### src/rtl/gld_pkg.sv
// ----------------------------------------------------------------------------
// gld_pkg
// Shared types and constants for the GIF LZW decoder.
// ----------------------------------------------------------------------------
package gld_pkg;

   localparam int CODE_W  = 12;   // widest LZW code
   localparam int NFC_W   = 13;   // next free code, holds the full table size
   localparam int ACC_W   = 20;   // bit accumulator
   localparam int BCNT_W  = 5;
   localparam int PIX_W   = 25;
   localparam int CBITS_W = 4;

   localparam logic [1:0] MODE_START = 2'd0;
   localparam logic [1:0] MODE_PUSH  = 2'd1;
   localparam logic [1:0] MODE_PULL  = 2'd2;

   localparam logic [2:0] ST_PIXEL   = 3'd0;
   localparam logic [2:0] ST_NEED    = 3'd1;
   localparam logic [2:0] ST_CONTROL = 3'd2;
   localparam logic [2:0] ST_PAD     = 3'd3;
   localparam logic [2:0] ST_DONE    = 3'd4;
   localparam logic [2:0] ST_OK      = 3'd5;
   localparam logic [2:0] ST_REJECT  = 3'd6;

   typedef enum logic [2:0] {
      FSM_IDLE,
      FSM_POP,
      FSM_WALK_CHK,
      FSM_WALK_DAT,
      FSM_FINISH
   } fsm_type;

   typedef struct packed {
      logic accept;
      logic pop_out;
      logic walk_step;
      logic finish;
   } cmd_type;

   typedef struct packed {
      logic rsp_free;
      logic go_pop;
      logic go_walk;
      logic walk_more;
   } stat_type;

endpackage

### src/rtl/gld_ctrl.sv
// ----------------------------------------------------------------------------
// gld_ctrl
// Sequencer: accept, stack pop, chain walk and code finish.
// ----------------------------------------------------------------------------
module gld_ctrl
   import gld_pkg::*;
(
   input  logic     clock,
   input  logic     reset,
   input  logic     req_valid,
   input  stat_type stat,
   output logic     req_stall,
   output cmd_type  cmd
);

   fsm_type state_ff, state_in;

   always_ff @(posedge clock) begin
      if (reset) begin
         state_ff <= FSM_IDLE;
      end else begin
         state_ff <= state_in;
      end
   end

   always_comb begin
      state_in  = state_ff;
      cmd       = '0;
      req_stall = 1'b1;
      case (state_ff)
         FSM_IDLE: begin
            req_stall = !stat.rsp_free;
            if (req_valid && stat.rsp_free) begin
               cmd.accept = 1'b1;
               if (stat.go_pop) begin
                  state_in = FSM_POP;
               end else if (stat.go_walk) begin
                  state_in = FSM_WALK_CHK;
               end
            end
         end
         FSM_POP: begin
            cmd.pop_out = 1'b1;
            state_in    = FSM_IDLE;
         end
         FSM_WALK_CHK: begin
            // table read of the current link is in flight
            state_in = stat.walk_more ? FSM_WALK_DAT : FSM_FINISH;
         end
         FSM_WALK_DAT: begin
            cmd.walk_step = 1'b1;
            state_in      = FSM_WALK_CHK;
         end
         FSM_FINISH: begin
            cmd.finish = 1'b1;
            state_in   = FSM_IDLE;
         end
         default: begin
            state_in = FSM_IDLE;
         end
      endcase
   end

endmodule

### config.mk
export PLATFORM = sky130hd
export DESIGN_NAME = gld_ctrl
export DESIGN_NICKNAME = d
export VERILOG_FILES = /design/src/rtl/gld_pkg.sv /design/src/rtl/gld_ctrl.sv
export SDC_FILE = /design/constraint.sdc
export NUM_CORES = 1
export LEC_CHECK = 0
export BUFFER_PORTS_ARGS = -buffer_cell sky130_fd_sc_hd__buf_2
export CORE_AREA = 2 2 39 41
export DETAILED_ROUTE_END_ITERATION = 16
export DIE_AREA = 0 0 41 43
export PLACE_DENSITY_LB_ADDON = 0.08
export SLEW_MARGIN = 20
export SYNTH_ARGS = -nofsm -noshare
export SYNTH_HDL_FRONTEND = slang
export SYNTH_SLANG_ARGS = --single-unit
### constraint.sdc
create_clock -name clock -period 1.41 [get_ports clock]
set_input_delay 0.141 -clock clock [delete_from_list [all_inputs] [get_ports clock]]
set_output_delay 0.141 -clock clock [all_outputs]
set_load 0.03 [all_outputs]
==> results.txt <==
----------------------------------------------------
[Critical path]
  Arrival time worst endpoint ... about 1.3 ns
  CP endpoint kind ... output pin
  Startpoint types ... flop
  Kind of critical path ... reg2out
  Data required time at the worst endpoint ... 1.27 ns
  Largest fanout on the critical path ... 2

[Floorplanning]
  Initial standard-cell utilization of the core ... 13.74%
  Width of the die ... 41 um
  Placeable core area ... roughly 1400 sq um
  Area of the die ... between 1500 and 2000 sq um
  Number of rows in the core area ... 14
  Number of top-level design ports ... 12
  Vertical die dimension ... 43 um

[Final layout]
  Max FFs per register ... 3
  Layout cells sized above 1 ... 62.16%
  Diode insertion count for antenna repair ... 0
  Layout overhead on the synthesized area ... 71.05%
  Post-layout nets ... 45
  Register containing the most flip-flops in the final layout ... state_ff
  Final instance count without filler cells ... 53
  Biggest registers after layout ... state_ff: 3 flops

[Placed design]
  RePlAce Congestion ... roughly 0.64
  Count of buffers from port buffering ... 11
  Placed wire-length estimate ... 426.3 um
  Post-Place Setup Slack ... 0.1516 ns
  Placed instance count ... between 40 and 50

[Global route]
  First-pass GRT wire length ... 876 um
  Overall Global Routing Usage ... 7.615%
  Largest net degree at the start of global routing ... 9
  Via count of the first global-routing pass ... 227
  Global route overflow ... 0
  Antenna violations before repair ... 0

[Synthesis]
  Cells after synthesis ... 19
  Post-synth ARST share ... 0%
  Cell with the most instances after synthesis ... dfxtp_1
  Synth Cell Area ... 190.2 sq um
  Area share of the largest cell type after synthesis ... 31.58%
  Register bit total from synthesis ... 3
  Area contributors post-synth ... dfxtp_1, nor3b_1, or4b_4
  Syn avg cell area ... ~10 sq um
  Cell taking the most area after synthesis ... dfxtp_1
  Cell variety after synth ... 16
  Dominant register cell in the synthesized netlist ... dfxtp_1
  Post-synthesis sequential area ratio ... 31.58%
  Syn Nets ... 26
  EDFF count, synth ... 0
  Warnings from Yosys ... 0
  Most frequent cells after synthesis ... dfxtp_1, nor3b_1

[Clock network]
  Number of buffers on the longest clock path ... 2
  H-Tree Depth ... 1
  TritonCTS clock tree ... done
  Clock root buffer ... clkbuf_4
  Clk_lat worst skew ... between 0.2 and 0.25 ns
  Clock net sink count ... 3
  Number of buffers added to fix hold violations after cts ... 0
  Clock buffer count from CTS ... 3
  Clock transition time at the flip-flop clock pins of the worst setup and hold paths ... ~0.04 ns

[Pwr]
  Static leakage ... 0.1534 nW
  Portion of total power attributed to sequential cells ... 30.7%
  Power per Cell Area ... 883.6 nW/um^2
  Max VDD drop ... 0.3199 mV
  Switching part of the total ... 23.91%
  Total power ... 0.0002874 W
  Fraction of power consumed by the clock network ... about half
  Proportion of power drawn by combinational gates ... 18.9%
  Switch Pwr ... a little under 0.00007 W
  Internal cell power ... 0.0002187 W

[Detailed routing]
  Vias ... ~210
  Wire length reported by the detailed router ... about 490 um
  1st-pass router iterations ... 2
  Wirelength per Cell ... 9.170 um
  Remaining antenna violation count after routing ... 0
  Avg Vias per Cell ... 3.925
  DRC violation count after routing ... 0
  DRT iter0 DRCs ... 2

[Run]
  Max-cap violation count ... 0

[Outcome]
  Violations in the final reports ... negative setup slack
  Run status ... finished, violations left

[Timing]
  Setup repair after global routing missed its margin ... yes
  Peak clock frequency supported by timing ... 693.9 MHz
  Worst relative slew slack ... 84.62%
  Layout Skew ... 0.002522 ns
  Slew at the pin closest to its max-slew limit ... 0.2283 ns
  Count of endpoints failing hold in the final timing report ... 0
  Final worst path period share ... 102.2%
  Period minus WS final ... 1.441 ns
  Final Max Slew Viols ... 0
  Setup-failing EPs final ... 2
  Setup WS post-layout ... -0.03104 ns

[Min path]
  HP Class ... in2reg

----------------------------------------------------
[final timing paths]
| kind | from | end | slack [ns] | depth (start not counted) |
|---|---|---|---|---|
| max | state_ff[1]$_SDFFE_PP0P_ | cmd[3] | -0.03 | 3 |
| min | stat[0] | state_ff[2]$_SDFFE_PP0P_ | 0.11 | 2 |
| max reg2reg | state_ff[0]$_SDFFE_PP0P_ | state_ff[1]$_SDFFE_PP0P_ | 0.24 | 3 |
| min reg2reg | state_ff[1]$_SDFFE_PP0P_ | state_ff[0]$_SDFFE_PP0P_ | 0.61 | 3 |
[timing repair]
action	CTS	global route
pin swaps	1	0
gates resized for setup	3	0
setup buffers	0	0
endpoints found under the setup margin	2	2
[critical path, stage by stage (launching register included)]
cell and delay (ns):
dfxtp_1 0.30, or4b_4 0.55, nor2_4 0.09, buf_6 0.13
[per-stage QoR]
stage	area, sq um	hold slack (ns)	util (%)	TNS [ns]
6_report	325.3	0.1121	23.51	-0.03647
5_1_grt	325.3	0.1251	23.51	-0.1293
4_1_cts	325.3	0.1061	23.51	-0.07740
3_5_place_dp	287.8	0.3526	20.80	0
3_3_place_gp	287.8	0.3525	20.80	0
2_1_floorplan	190.2	0.2105	-	0
[cells in the final DEF (no fill, tap or decap), drive strengths merged]
cell and instances:
buf 14, clkbuf 4, dfxtp 3, nor3b 3, or4b 2, and3b 1, inv 1, nor2 1
or2 1, o21ai 1, or4bb 1, o22ai 1, nand2 1, nand4b 1, or3 1, a21oi 1
[layer usage]
metal	global-route usage (%)	wire length, um
met1	7.987	184
met2	11.25	259
met3	1.571	37
met4	8.000	5
met5	0	0
[cell families (layout without fill, tap and decap cells)]
family,after synthesis,in the layout,synth area share [%]
buf+inv,1,19,1.972
simple gates,12,12,54.61
flops,3,3,31.58
compound gates,3,3,11.84
[power groups by stage]
stage	clock network (W)	logic, W	registers, W
floorplan	0	0.0000285	0.0000908
global placement	0	0.0000508	0.0000897
detailed placement	0	0.0000506	0.0000895
CTS	0.000155	0.0000551	0.0000883
global route	0.000162	0.0000606	0.0000883
finish	0.000145	0.0000542	0.0000883
[layout make-up]
class / instances / area (sq um)
fill: 160 / 1059
inverter: 1 / 3.754
multi-input combinational: 15 / 131.4
timing repair buffer: 14 / 83.83
sequential: 3 / 60.06
clock buffer: 4 / 26.28
tap: 16 / 20.02
Power figures use the tool's default switching activity.
